==> src/rtl/core/lpht_pkg.sv <==
// ----------------------------------------------------------------------------
// lpht_pkg
// Shared constants, codes, types and helper functions of the hash table.
// ----------------------------------------------------------------------------
`default_nettype none

package lpht_pkg;

  localparam int TABLE_SLOTS = 8;
  localparam int KEY_BYTES   = 8;

  localparam int SLOT_W     = $clog2(TABLE_SLOTS);
  localparam int CNT_W      = $clog2(TABLE_SLOTS + 1);
  localparam int OP_W       = 2;
  localparam int LEN_W      = 4;
  localparam int KEY_W      = 64;
  localparam int STATUS_W   = 2;
  localparam int INDEX_W    = 3;
  localparam int ACTIVE_W   = 4;
  localparam int MARK_W     = 2;
  localparam int ENTRY_W    = LEN_W + KEY_W;
  localparam int HOME_W     = (CNT_W > LEN_W) ? CNT_W : LEN_W;
  localparam int CFG_ADDR_W = 3;
  localparam int CFG_DATA_W = 32;

  localparam logic [ACTIVE_W-1:0] ACTIVE_RESET = 4'd8;

  localparam logic [OP_W-1:0] OP_SEARCH = 2'd0;
  localparam logic [OP_W-1:0] OP_INSERT = 2'd1;
  localparam logic [OP_W-1:0] OP_DELETE = 2'd2;

  localparam logic [STATUS_W-1:0] STATUS_OK        = 2'd0;
  localparam logic [STATUS_W-1:0] STATUS_NOT_FOUND = 2'd1;
  localparam logic [STATUS_W-1:0] STATUS_FULL      = 2'd2;
  localparam logic [STATUS_W-1:0] STATUS_PRESENT   = 2'd3;

  localparam logic [MARK_W-1:0] MARK_EMPTY = 2'd0;
  localparam logic [MARK_W-1:0] MARK_USED  = 2'd1;
  localparam logic [MARK_W-1:0] MARK_GONE  = 2'd2;

  localparam logic REG_ACTIVE_SLOTS = 1'b0;

  typedef enum logic [1:0] {
    ST_IDLE,
    ST_HOME,
    ST_PROBE,
    ST_DONE
  } state_t;

  typedef struct packed {
    logic load_req;
    logic start_probe;
    logic probe;
    logic step;
    logic commit;
  } ctrl_cmd_t;

  typedef struct packed {
    logic stop;
    logic out_free;
  } dp_status_t;

  function automatic logic [LEN_W-1:0] sat_len(input logic [LEN_W-1:0] len);
    if (len > LEN_W'(KEY_BYTES)) return LEN_W'(KEY_BYTES);
    return len;
  endfunction

  function automatic logic [KEY_W-1:0] mask_key(input logic [KEY_W-1:0] key,
                                                input logic [LEN_W-1:0] len);
    logic [KEY_W-1:0] m;
    m = '0;
    for (int b = 0; b < KEY_W / 8; b++) begin
      if (LEN_W'(b) < len) m[8*b +: 8] = key[8*b +: 8];
    end
    return m;
  endfunction

  function automatic logic [CNT_W-1:0] live_slots(input logic [ACTIVE_W-1:0] a);
    if (a == '0) return CNT_W'(1);
    if (HOME_W'(a) > HOME_W'(TABLE_SLOTS)) return CNT_W'(TABLE_SLOTS);
    return CNT_W'(a);
  endfunction

  function automatic logic [SLOT_W-1:0] home_slot(input logic [LEN_W-1:0] len,
                                                  input logic [CNT_W-1:0] n);
    logic [HOME_W-1:0] r;
    logic [HOME_W-1:0] nn;
    r  = HOME_W'(len);
    nn = HOME_W'(n);
    for (int i = 0; i < KEY_BYTES; i++) begin
      if (r >= nn) r = r - nn;
    end
    return SLOT_W'(r);
  endfunction

endpackage

`default_nettype wire

==> src/rtl/core/lpht_req_if.sv <==
// ----------------------------------------------------------------------------
// lpht_req_if
// Request channel: operation, key length and packed key bytes.
// ----------------------------------------------------------------------------
`default_nettype none

interface lpht_req_if;
  logic                        valid;
  logic                        ready;
  logic [lpht_pkg::OP_W-1:0]   operation;
  logic [lpht_pkg::LEN_W-1:0]  key_length;
  logic [lpht_pkg::KEY_W-1:0]  key_bytes;

  modport source (output valid, output operation, output key_length, output key_bytes,
                  input ready);
  modport sink   (input valid, input operation, input key_length, input key_bytes,
                  output ready);
endinterface

`default_nettype wire

==> src/rtl/core/lpht_rsp_if.sv <==
// ----------------------------------------------------------------------------
// lpht_rsp_if
// Result channel: status code and slot index.
// ----------------------------------------------------------------------------
`default_nettype none

interface lpht_rsp_if;
  logic                          valid;
  logic                          ready;
  logic [lpht_pkg::STATUS_W-1:0] status;
  logic [lpht_pkg::INDEX_W-1:0]  slot_index;

  modport source (output valid, output status, output slot_index, input ready);
  modport sink   (input valid, input status, input slot_index, output ready);
endinterface

`default_nettype wire

==> src/rtl/core/lpht_ram.sv <==
// ----------------------------------------------------------------------------
// lpht_ram
// Generic single write port RAM with one registered read port.
// ----------------------------------------------------------------------------
`default_nettype none

module lpht_ram #(
  parameter int  WIDTH  = 8,
  parameter int  DEPTH  = 8,
  localparam int ADDR_W = $clog2(DEPTH)
) (
  input  wire logic              clk,
  input  wire logic              we,
  input  wire logic [ADDR_W-1:0] waddr,
  input  wire logic [WIDTH-1:0]  wdata,
  input  wire logic [ADDR_W-1:0] raddr,
  output      logic [WIDTH-1:0]  rdata
);

  logic [WIDTH-1:0] mem_r [DEPTH];

  always_ff @(posedge clk) begin
    if (we) mem_r[waddr] <= wdata;
    rdata <= mem_r[raddr];
  end

endmodule

`default_nettype wire

==> src/rtl/core/lpht_cfg.sv <==
// ----------------------------------------------------------------------------
// lpht_cfg
// APB register slice holding the active slot count.
// ----------------------------------------------------------------------------
`default_nettype none

module lpht_cfg (
  input  wire logic                            clk,
  input  wire logic                            rst_n,
  input  wire logic                            psel,
  input  wire logic                            penable,
  input  wire logic                            pwrite,
  input  wire logic [lpht_pkg::CFG_ADDR_W-1:0] paddr,
  input  wire logic [lpht_pkg::CFG_DATA_W-1:0] pwdata,
  output      logic [lpht_pkg::CFG_DATA_W-1:0] prdata,
  output      logic                            pready,
  output      logic [lpht_pkg::ACTIVE_W-1:0]   active_slots
);
  import lpht_pkg::*;

  logic                active_sel;
  logic                active_we;
  logic [ACTIVE_W-1:0] active_r;
  logic [ACTIVE_W-1:0] active_nxt;

  assign pready     = 1'b1;
  assign active_sel = (paddr[CFG_ADDR_W-1] == REG_ACTIVE_SLOTS);
  assign active_we  = psel && penable && pwrite && pready && active_sel;
  assign active_nxt = active_we ? pwdata[ACTIVE_W-1:0] : active_r;

  always_ff @(posedge clk) begin
    if (!rst_n) begin
      active_r <= ACTIVE_RESET;
    end else begin
      active_r <= active_nxt;
    end
  end

  assign prdata       = active_sel ? CFG_DATA_W'(active_r) : '0;
  assign active_slots = active_r;

endmodule

`default_nettype wire

==> src/rtl/core/lpht_ctrl.sv <==
// ----------------------------------------------------------------------------
// lpht_ctrl
// Sequencer: take a request, start the probe, walk the slots, commit.
// ----------------------------------------------------------------------------
`default_nettype none

module lpht_ctrl (
  input  wire logic                   clk,
  input  wire logic                   rst_n,
  input  wire logic                   in_valid,
  output      logic                   in_ready,
  input  wire lpht_pkg::dp_status_t   sts,
  output      lpht_pkg::ctrl_cmd_t    cmd
);
  import lpht_pkg::*;

  state_t state_r;
  state_t state_nxt;

  always_ff @(posedge clk) begin
    if (!rst_n) begin
      state_r <= ST_IDLE;
    end else begin
      state_r <= state_nxt;
    end
  end

  always_comb begin
    state_nxt = state_r;
    unique case (state_r)
      ST_IDLE: begin
        if (in_valid) state_nxt = ST_HOME;
      end
      ST_HOME: begin
        state_nxt = ST_PROBE;
      end
      ST_PROBE: begin
        if (sts.stop) state_nxt = ST_DONE;
      end
      ST_DONE: begin
        if (sts.out_free) state_nxt = ST_IDLE;
      end
    endcase
  end

  always_comb begin
    cmd      = '0;
    in_ready = 1'b0;
    unique case (state_r)
      ST_IDLE: begin
        in_ready     = 1'b1;
        cmd.load_req = in_valid;
      end
      ST_HOME: begin
        cmd.start_probe = 1'b1;
      end
      ST_PROBE: begin
        cmd.probe = 1'b1;
        cmd.step  = !sts.stop;
      end
      ST_DONE: begin
        cmd.commit = sts.out_free;
      end
    endcase
  end

endmodule

`default_nettype wire

==> src/rtl/core/lpht_dp.sv <==
// ----------------------------------------------------------------------------
// lpht_dp
// Datapath: request registers, probe pointer, slot marks, key store and
// result register.
// ----------------------------------------------------------------------------
`default_nettype none

module lpht_dp (
  input  wire logic                          clk,
  input  wire logic                          rst_n,
  input  wire lpht_pkg::ctrl_cmd_t           cmd,
  output      lpht_pkg::dp_status_t          sts,
  input  wire logic [lpht_pkg::OP_W-1:0]     in_operation,
  input  wire logic [lpht_pkg::LEN_W-1:0]    in_key_length,
  input  wire logic [lpht_pkg::KEY_W-1:0]    in_key_bytes,
  input  wire logic [lpht_pkg::ACTIVE_W-1:0] active_slots,
  input  wire logic                          out_ready,
  output      logic                          out_valid,
  output      logic [lpht_pkg::STATUS_W-1:0] out_status,
  output      logic [lpht_pkg::INDEX_W-1:0]  out_slot_index
);
  import lpht_pkg::*;

  logic [CNT_W-1:0]    n_live;
  logic [CNT_W-1:0]    n_last;
  logic [LEN_W-1:0]    req_len;

  logic [OP_W-1:0]     op_r;
  logic [LEN_W-1:0]    len_r;
  logic [KEY_W-1:0]    key_r;
  logic [SLOT_W-1:0]   ptr_r;
  logic [SLOT_W-1:0]   ptr_nxt;
  logic [SLOT_W-1:0]   cnt_r;
  logic [SLOT_W-1:0]   cnt_nxt;
  logic                free_valid_r;
  logic                free_valid_nxt;
  logic [SLOT_W-1:0]   free_slot_r;
  logic [SLOT_W-1:0]   free_slot_nxt;
  logic                hit_r;
  logic                hit_nxt;

  logic [MARK_W-1:0]   mark_r [TABLE_SLOTS];
  logic [MARK_W-1:0]   cur_mark;
  logic [ENTRY_W-1:0]  rd_entry;
  logic                key_match;
  logic                hit;
  logic                empty;
  logic                last;

  logic                ram_we;
  logic                mark_we;
  logic [SLOT_W-1:0]   mark_waddr;
  logic [MARK_W-1:0]   mark_wdata;
  logic [STATUS_W-1:0] res_status;
  logic [SLOT_W-1:0]   res_slot;

  logic                out_valid_r;
  logic                out_valid_nxt;
  logic [STATUS_W-1:0] out_status_r;
  logic [SLOT_W-1:0]   out_slot_r;

  assign n_live  = live_slots(active_slots);
  assign n_last  = n_live - CNT_W'(1);
  assign req_len = sat_len(in_key_length);

  always_ff @(posedge clk) begin
    if (cmd.load_req) begin
      op_r  <= in_operation;
      len_r <= req_len;
      key_r <= mask_key(in_key_bytes, req_len);
    end
  end

  assign cur_mark  = mark_r[ptr_r];
  assign key_match = (rd_entry[KEY_W +: LEN_W] == len_r) && (rd_entry[KEY_W-1:0] == key_r);
  assign hit       = (cur_mark == MARK_USED) && key_match;
  assign empty     = (cur_mark == MARK_EMPTY);
  assign last      = (CNT_W'(cnt_r) == n_last);

  assign sts.stop     = hit || empty || last;
  assign sts.out_free = !out_valid_r || out_ready;

  always_comb begin
    ptr_nxt        = ptr_r;
    cnt_nxt        = cnt_r;
    free_valid_nxt = free_valid_r;
    free_slot_nxt  = free_slot_r;
    hit_nxt        = hit_r;
    if (cmd.start_probe) begin
      ptr_nxt        = home_slot(len_r, n_live);
      cnt_nxt        = '0;
      free_valid_nxt = 1'b0;
      hit_nxt        = 1'b0;
    end
    if (cmd.probe) begin
      hit_nxt = hit;
      if (!free_valid_r && (cur_mark != MARK_USED)) begin
        free_valid_nxt = 1'b1;
        free_slot_nxt  = ptr_r;
      end
    end
    if (cmd.step) begin
      ptr_nxt = (ptr_r == n_last[SLOT_W-1:0]) ? '0 : ptr_r + SLOT_W'(1);
      cnt_nxt = cnt_r + SLOT_W'(1);
    end
  end

  always_ff @(posedge clk) begin
    ptr_r        <= ptr_nxt;
    cnt_r        <= cnt_nxt;
    free_valid_r <= free_valid_nxt;
    free_slot_r  <= free_slot_nxt;
    hit_r        <= hit_nxt;
  end

  lpht_ram #(
    .WIDTH (ENTRY_W),
    .DEPTH (TABLE_SLOTS)
  ) u_key_ram (
    .clk   (clk),
    .we    (ram_we),
    .waddr (free_slot_r),
    .wdata ({len_r, key_r}),
    .raddr (ptr_nxt),
    .rdata (rd_entry)
  );

  always_comb begin
    ram_we     = 1'b0;
    mark_we    = 1'b0;
    mark_waddr = ptr_r;
    mark_wdata = MARK_USED;
    res_status = STATUS_NOT_FOUND;
    res_slot   = '0;
    unique case (op_r)
      OP_INSERT: begin
        if (hit_r) begin
          res_status = STATUS_PRESENT;
          res_slot   = ptr_r;
        end else if (free_valid_r) begin
          res_status = STATUS_OK;
          res_slot   = free_slot_r;
          ram_we     = cmd.commit;
          mark_we    = cmd.commit;
          mark_waddr = free_slot_r;
        end else begin
          res_status = STATUS_FULL;
        end
      end
      OP_DELETE: begin
        if (hit_r) begin
          res_status = STATUS_OK;
          res_slot   = ptr_r;
          mark_we    = cmd.commit;
          mark_wdata = MARK_GONE;
        end
      end
      default: begin
        if (hit_r) begin
          res_status = STATUS_OK;
          res_slot   = ptr_r;
        end
      end
    endcase
  end

  always_ff @(posedge clk) begin
    if (!rst_n) begin
      for (int s = 0; s < TABLE_SLOTS; s++) begin
        mark_r[s] <= MARK_EMPTY;
      end
    end else if (mark_we) begin
      mark_r[mark_waddr] <= mark_wdata;
    end
  end

  assign out_valid_nxt = cmd.commit ? 1'b1 : (out_ready ? 1'b0 : out_valid_r);

  always_ff @(posedge clk) begin
    if (!rst_n) begin
      out_valid_r <= 1'b0;
    end else begin
      out_valid_r <= out_valid_nxt;
    end
  end

  always_ff @(posedge clk) begin
    if (cmd.commit) begin
      out_status_r <= res_status;
      out_slot_r   <= res_slot;
    end
  end

  assign out_valid      = out_valid_r;
  assign out_status     = out_status_r;
  assign out_slot_index = INDEX_W'(out_slot_r);

  a_commit_when_free: assert property (@(posedge clk) disable iff (!rst_n)
    cmd.commit |-> (!out_valid_r || out_ready))
    else $error("result committed over an untaken result");

  a_probe_in_range: assert property (@(posedge clk) disable iff (!rst_n)
    cmd.probe |-> (CNT_W'(ptr_r) < n_live))
    else $error("probe pointer beyond active slots");

  a_hit_is_used: assert property (@(posedge clk) disable iff (!rst_n)
    (cmd.commit && hit_r) |-> (cur_mark == MARK_USED))
    else $error("match reported on a slot that is not occupied");

  a_insert_marks: assert property (@(posedge clk) disable iff (!rst_n)
    (cmd.commit && (op_r == OP_INSERT) && !hit_r && free_valid_r)
      |=> (mark_r[$past(free_slot_r)] == MARK_USED))
    else $error("filled slot not marked occupied");

endmodule

`default_nettype wire

==> src/rtl/core/linear_probe_hash_table.sv <==
// ----------------------------------------------------------------------------
// linear_probe_hash_table
// Open addressing key table with linear probing: search, insert, delete.
//
// in_req carries one request per transfer (operation, key_length, key_bytes);
// out_rsp returns one result per request (status, slot_index), in order.
// The cfg_ APB port holds active_slots at byte address 0; a write lands on
// the edge with psel, penable, pwrite and pready high, pready is tied high.
// A request is taken only while the sequencer is idle. It forms the home
// slot in ST_HOME, then probes the slots in turn in ST_PROBE through the key
// RAM read port, up to the active slot count, then commits in ST_DONE, which
// registers the result. Insert finds its free slot during the same walk.
// A result waiting in the output register does not block the next request;
// only the commit of the following result waits for out_rsp to drain.
// Reset marks every slot empty and sets active_slots to 8; the key RAM
// needs no clearing since only occupied slots are compared.
// ----------------------------------------------------------------------------
`default_nettype none

module linear_probe_hash_table (
  input  wire logic                            clk,
  input  wire logic                            rst_n,
  lpht_req_if.sink                             in_req,
  lpht_rsp_if.source                           out_rsp,
  input  wire logic                            cfg_psel,
  input  wire logic                            cfg_penable,
  input  wire logic                            cfg_pwrite,
  input  wire logic [lpht_pkg::CFG_ADDR_W-1:0] cfg_paddr,
  input  wire logic [lpht_pkg::CFG_DATA_W-1:0] cfg_pwdata,
  output      logic [lpht_pkg::CFG_DATA_W-1:0] cfg_prdata,
  output      logic                            cfg_pready
);
  import lpht_pkg::*;

  logic [ACTIVE_W-1:0] active_slots;
  ctrl_cmd_t           cmd;
  dp_status_t          sts;
  logic                in_ready;
  logic                out_valid;
  logic [STATUS_W-1:0] out_status;
  logic [INDEX_W-1:0]  out_slot_index;

  lpht_cfg u_cfg (
    .clk          (clk),
    .rst_n        (rst_n),
    .psel         (cfg_psel),
    .penable      (cfg_penable),
    .pwrite       (cfg_pwrite),
    .paddr        (cfg_paddr),
    .pwdata       (cfg_pwdata),
    .prdata       (cfg_prdata),
    .pready       (cfg_pready),
    .active_slots (active_slots)
  );

  lpht_ctrl u_ctrl (
    .clk      (clk),
    .rst_n    (rst_n),
    .in_valid (in_req.valid),
    .in_ready (in_ready),
    .sts      (sts),
    .cmd      (cmd)
  );

  lpht_dp u_dp (
    .clk            (clk),
    .rst_n          (rst_n),
    .cmd            (cmd),
    .sts            (sts),
    .in_operation   (in_req.operation),
    .in_key_length  (in_req.key_length),
    .in_key_bytes   (in_req.key_bytes),
    .active_slots   (active_slots),
    .out_ready      (out_rsp.ready),
    .out_valid      (out_valid),
    .out_status     (out_status),
    .out_slot_index (out_slot_index)
  );

  assign in_req.ready       = in_ready;
  assign out_rsp.valid      = out_valid;
  assign out_rsp.status     = out_status;
  assign out_rsp.slot_index = out_slot_index;

endmodule

`default_nettype wire
==> src/flat_wrapper.sv <==
// flat-port wrapper written by rule: the top's interface ports become plain ports
module linear_probe_hash_table_flat import lpht_pkg::*;
  (clk, rst_n, cfg_psel, cfg_penable, cfg_pwrite, cfg_paddr, cfg_pwdata, cfg_prdata, cfg_pready, in_req_valid, in_req_operation, in_req_key_length, in_req_key_bytes, in_req_ready, out_rsp_valid, out_rsp_status, out_rsp_slot_index, out_rsp_ready);
  lpht_req_if in_req_i ();
  lpht_rsp_if out_rsp_i ();
  input  wire logic clk;
  input  wire logic rst_n;
  input  wire logic cfg_psel;
  input  wire logic cfg_penable;
  input  wire logic cfg_pwrite;
  input  wire logic [lpht_pkg::CFG_ADDR_W-1:0] cfg_paddr;
  input  wire logic [lpht_pkg::CFG_DATA_W-1:0] cfg_pwdata;
  output      logic [lpht_pkg::CFG_DATA_W-1:0] cfg_prdata;
  output      logic cfg_pready;
  input wire logic [$bits(in_req_i.valid)-1:0] in_req_valid;
  input wire logic [$bits(in_req_i.operation)-1:0] in_req_operation;
  input wire logic [$bits(in_req_i.key_length)-1:0] in_req_key_length;
  input wire logic [$bits(in_req_i.key_bytes)-1:0] in_req_key_bytes;
  output wire logic [$bits(in_req_i.ready)-1:0] in_req_ready;
  output wire logic [$bits(out_rsp_i.valid)-1:0] out_rsp_valid;
  output wire logic [$bits(out_rsp_i.status)-1:0] out_rsp_status;
  output wire logic [$bits(out_rsp_i.slot_index)-1:0] out_rsp_slot_index;
  input wire logic [$bits(out_rsp_i.ready)-1:0] out_rsp_ready;
  assign in_req_i.valid = in_req_valid;
  assign in_req_i.operation = in_req_operation;
  assign in_req_i.key_length = in_req_key_length;
  assign in_req_i.key_bytes = in_req_key_bytes;
  assign in_req_ready = in_req_i.ready;
  assign out_rsp_valid = out_rsp_i.valid;
  assign out_rsp_status = out_rsp_i.status;
  assign out_rsp_slot_index = out_rsp_i.slot_index;
  assign out_rsp_i.ready = out_rsp_ready;
  linear_probe_hash_table u_core (.clk(clk), .rst_n(rst_n), .in_req(in_req_i), .out_rsp(out_rsp_i), .cfg_psel(cfg_psel), .cfg_penable(cfg_penable), .cfg_pwrite(cfg_pwrite), .cfg_paddr(cfg_paddr), .cfg_pwdata(cfg_pwdata), .cfg_prdata(cfg_prdata), .cfg_pready(cfg_pready));
endmodule
==> config.mk <==
export PLATFORM = sky130hd
export DESIGN_NAME = linear_probe_hash_table_flat
export DESIGN_NICKNAME = d
export VERILOG_FILES = /design/src/rtl/core/lpht_pkg.sv /design/src/rtl/core/lpht_req_if.sv /design/src/rtl/core/lpht_rsp_if.sv /design/src/rtl/core/lpht_ram.sv /design/src/rtl/core/lpht_cfg.sv /design/src/rtl/core/lpht_ctrl.sv /design/src/rtl/core/lpht_dp.sv /design/src/rtl/core/linear_probe_hash_table.sv /design/src/flat_wrapper.sv
export SDC_FILE = /design/constraint.sdc
export NUM_CORES = 1
export LEC_CHECK = 0
export ABC_AREA = 0
export BUFFER_PORTS_ARGS = -buffer_cell sky130_fd_sc_hd__buf_2
export CAP_MARGIN = 5
export CORE_MARGIN = 5
export CORE_UTILIZATION = 35
export DETAILED_ROUTE_END_ITERATION = 10
export PLACE_DENSITY_LB_ADDON = 0.05
export SLEW_MARGIN = 20
export SYNTH_ARGS = -nofsm -noshare
export SYNTH_HDL_FRONTEND = slang
export SYNTH_SLANG_ARGS = --single-unit
==> constraint.sdc <==
create_clock -name clk -period 18.71 [get_ports clk]
set_input_delay 3.742 -clock clk [delete_from_list [all_inputs] [get_ports clk]]
set_output_delay 3.742 -clock clk [all_outputs]
set_load 0.02 [all_outputs]
==> impl_metrics.ini <==
[setup_path]
cp.arrival_ns = 16.45
critPathBufInv = 4
worstReg2RegStart = u_core.u_cfg.active_slots[3]
cpMaxStageDelayCell = buf_4
r2r_cells = 52
cp_max_fo = 56
rr_endpoint = u_core.u_dp.u_key_ram.rdata[55]
crit_start = u_core.u_cfg.active_slots[3]
path_class = reg2reg
startpoint_type = register
path_depth = 52
required_ns = 19.20
slowest_delay_ns = 0.82
r2r_setup_slack_ns = 2.75
crit_end = u_core.u_dp.u_key_ram.rdata[55]
cp-end-kind = register
crit_family = compound AO/OA/AOI/OAI gates

[timing]
layout_worst_path_cycle_share = 0.853
finalMaxSlewViolations = 0
finalClockSkew_ns = 0.0237
post-route-min-period_ns = 15.96
tightest_slew_ns = 1.02
timing.fmax_mhz = 62.6
slew_headroom = 0.317
rsz0062_at_grt = no
finalHoldViolCount = 0
totalNegativeSetupSlack_ns = 0
finalSetupViolations = 0

[global_route]
grt_max_degree = 99
grt.busiest_layer = met2
grt_pass1_wl_um = 108000
use_met3 = 0.0273
globalRouteOverflowTotal = 0
grt_pass1_vias = 16300
gr-usage-met2 = 0.262
grt_usage = 0.154
antenna_found_initial = 0
grt_use_met1 = 0.205

[synthesis]
synth_ff_type = edfxtp_1
synth_seq_cells = 721
ys_warn_count = 0
netlist_area_sq_um = 30500
synth-edff-count = 642
async_flop_share = 0
synth_cell_types = 72
syn_inst = 1884
yosysSeqAreaShare = 0.683
syn_area_per_cell_sq_um = 16.2

[routing]
wire_per_inst_um = 22.6
drt_iter0_drc = 796
wirelength_um = 73100
via_per_inst = 4.81
drc = 0
drtPass1Iterations = 6
num_vias = 15600
drt.antenna.violating_nets = 0

[place]
place_congestion = 0.765
numPortBuffers = 92
hpwl_um = 42000

[job]
max_cap_viol_count = 0

[floorplanning]
design.core.area_sq_um = 86800
die_area_sq_um = 93300
ios = 152
die_y_um = 305
initial_core_util = 0.352
num_rows = 108
die_width_um = 305

[finish]
multi_input_area_sq_um = 9070
seq_area_sq_um = 20900
syn_to_final_growth_pct = 14.0
fin_nets = 2183
n_antenna_cell = 0
fill_cells = 7972
layout-drive-gt1-share = 0.164

[cts]
cts_buffers = 81
cts_max_level = 3
insertion_delay_ns = 0.62
clockRootBuffer = clkbuf_16
cts_setup_buffers = 0
clkTransAtPathRegs_ns = 0.06
clock-sinks = 721
post_cts_resized = 0
ctsHoldBuffers = 0
cts_tree = built
ctsLongestPathBuffers = 3

[status]
status = completed

[min_path]
hp-class = reg2reg
==> logic make-up after synthesis <==
group / share of synthesized area
DFF: 0.683
muxes: 0.165
and+or+nand+nor: 0.0495
buffers and inverters: 0.0265
AOI/OAI and AO/OA: 0.0282
xor gates and xnor gates: 0.0250
adders and majority gates: 0.0220
other: 0.000246
==> synth_stat cells (8+ instances only) <==
cell,count,area share
dfxtp_1,79,0.052
buf_4,32,0.0079
nor2b_1,67,0.014
mux2_2,75,0.028
fa_1,8,0.0052
buf_2,38,0.0062
and2_1,20,0.0041
ha_1,41,0.017
xnor2_1,10,0.0029
clkbuf_1,8,0.00098
nor2_1,48,0.0059
nor3_1,9,0.0015
edfxtp_1,642,0.63
nand2_1,56,0.0069
nand3_1,14,0.0023
o21ai_0,22,0.0036
a21o_1,10,0.0025
xor2_1,77,0.022
inv_1,34,0.0042
nor4_1,36,0.0074
a21oi_1,21,0.0034
mux2i_1,419,0.14
==> sequential cells by signal (all words and copies together) (netlist names) <==
name,cells
u_core.u_dp.u_key_ram.mem_r,544
u_core.u_dp.out_slot_index,3
u_core.u_dp.u_key_ram.rdata,68
u_core.u_dp.len_r,4
u_core.u_dp.mark_r,16
u_core.u_dp.free_slot_r,3
u_core.u_dp.op_r,2
u_core.u_ctrl.state_r,2
u_core.u_dp.free_valid_r,1
u_core.u_dp.out_valid,1
u_core.u_dp.out_status,2
u_core.u_dp.ptr_r,3
u_core.u_dp.cnt_r,3
u_core.u_dp.hit_r,1
u_core.u_cfg.active_slots,4
u_core.u_dp.key_r,64
==> placed cells by master, fill, tap and decap left out, drive strengths merged, types with 7 or more instances in the layout <==
cell	Yosys	routed
a21boi	7	7
xnor2	10	10
dfxtp	79	79
nor4	36	36
a31oi	7	7
clkinv	0	28
mux2	75	75
edfxtp	642	642
inv	34	38
conb	2	29
mux2i	420	420
a21oi	21	21
nor3	9	9
xor2	77	77
and2	20	20
fa	8	8
nand4	7	7
buf	86	122
nand3	14	14
a21o	10	10
o21ai	29	29
nand2	56	56
o21a	7	7
nor2	48	48
clkbuf	8	108
ha	41	41
nor2b	67	67
==> through the flow <==
step | util | hold WS (ns) | cells | setup slack, ns | cell area (sq um)
global placement | 0.371 | 0.527 | 3094 | 2.65 | 32200
CTS | 0.401 | 0.542 | 3240 | 2.35 | 34800
finish | 0.401 | 0.549 | 3240 | 2.75 | 34800
global route | 0.401 | 0.591 | 3240 | 1.54 | 34800
floorplan | - | 0.406 | 1911 | 5.70 | 30600
detailed placement | 0.371 | 0.527 | 3094 | 2.43 | 32200
==> final cells by class <==
| class | instances | share of cell area |
|---|---|---|
| clock inverter | 38 | 0.00941 |
| multi-input combinational | 1062 | 0.260 |
| clock buffer | 108 | 0.0652 |
| timing repair buffer | 122 | 0.0208 |
| sequential | 721 | 0.599 |
| tap | 1155 | 0.0415 |
| inverter | 34 | 0.00366 |
==> worst min path at each step <==
stage	from	to	slack (ns)	depth (start not counted)
4_1_cts	u_core.u_dp.free_valid_r	u_core.u_dp.free_valid_r	0.54	1
6_report	u_core.u_dp.free_valid_r	u_core.u_dp.free_valid_r	0.55	1
5_1_grt	u_core.u_dp.free_valid_r	u_core.u_dp.free_valid_r	0.59	1
2_1_floorplan	u_core.u_dp.ptr_r[2]	u_core.u_dp.free_slot_r[2]	0.41	0
3_5_place_dp	u_core.u_dp.free_valid_r	u_core.u_dp.free_valid_r	0.53	1
3_3_place_gp	u_core.u_dp.free_valid_r	u_core.u_dp.free_valid_r	0.53	1
==> routing by layer <==
layer  share of wire  wire length (um)
met5               0                 0
met4           0.019              1420
met1            0.46             33300
met2            0.49             35600
met3           0.038              2780
Power is left out: the tool's default activity adds up to more than one toggle a clock period on the data nets, which glitch-free logic cannot reach.
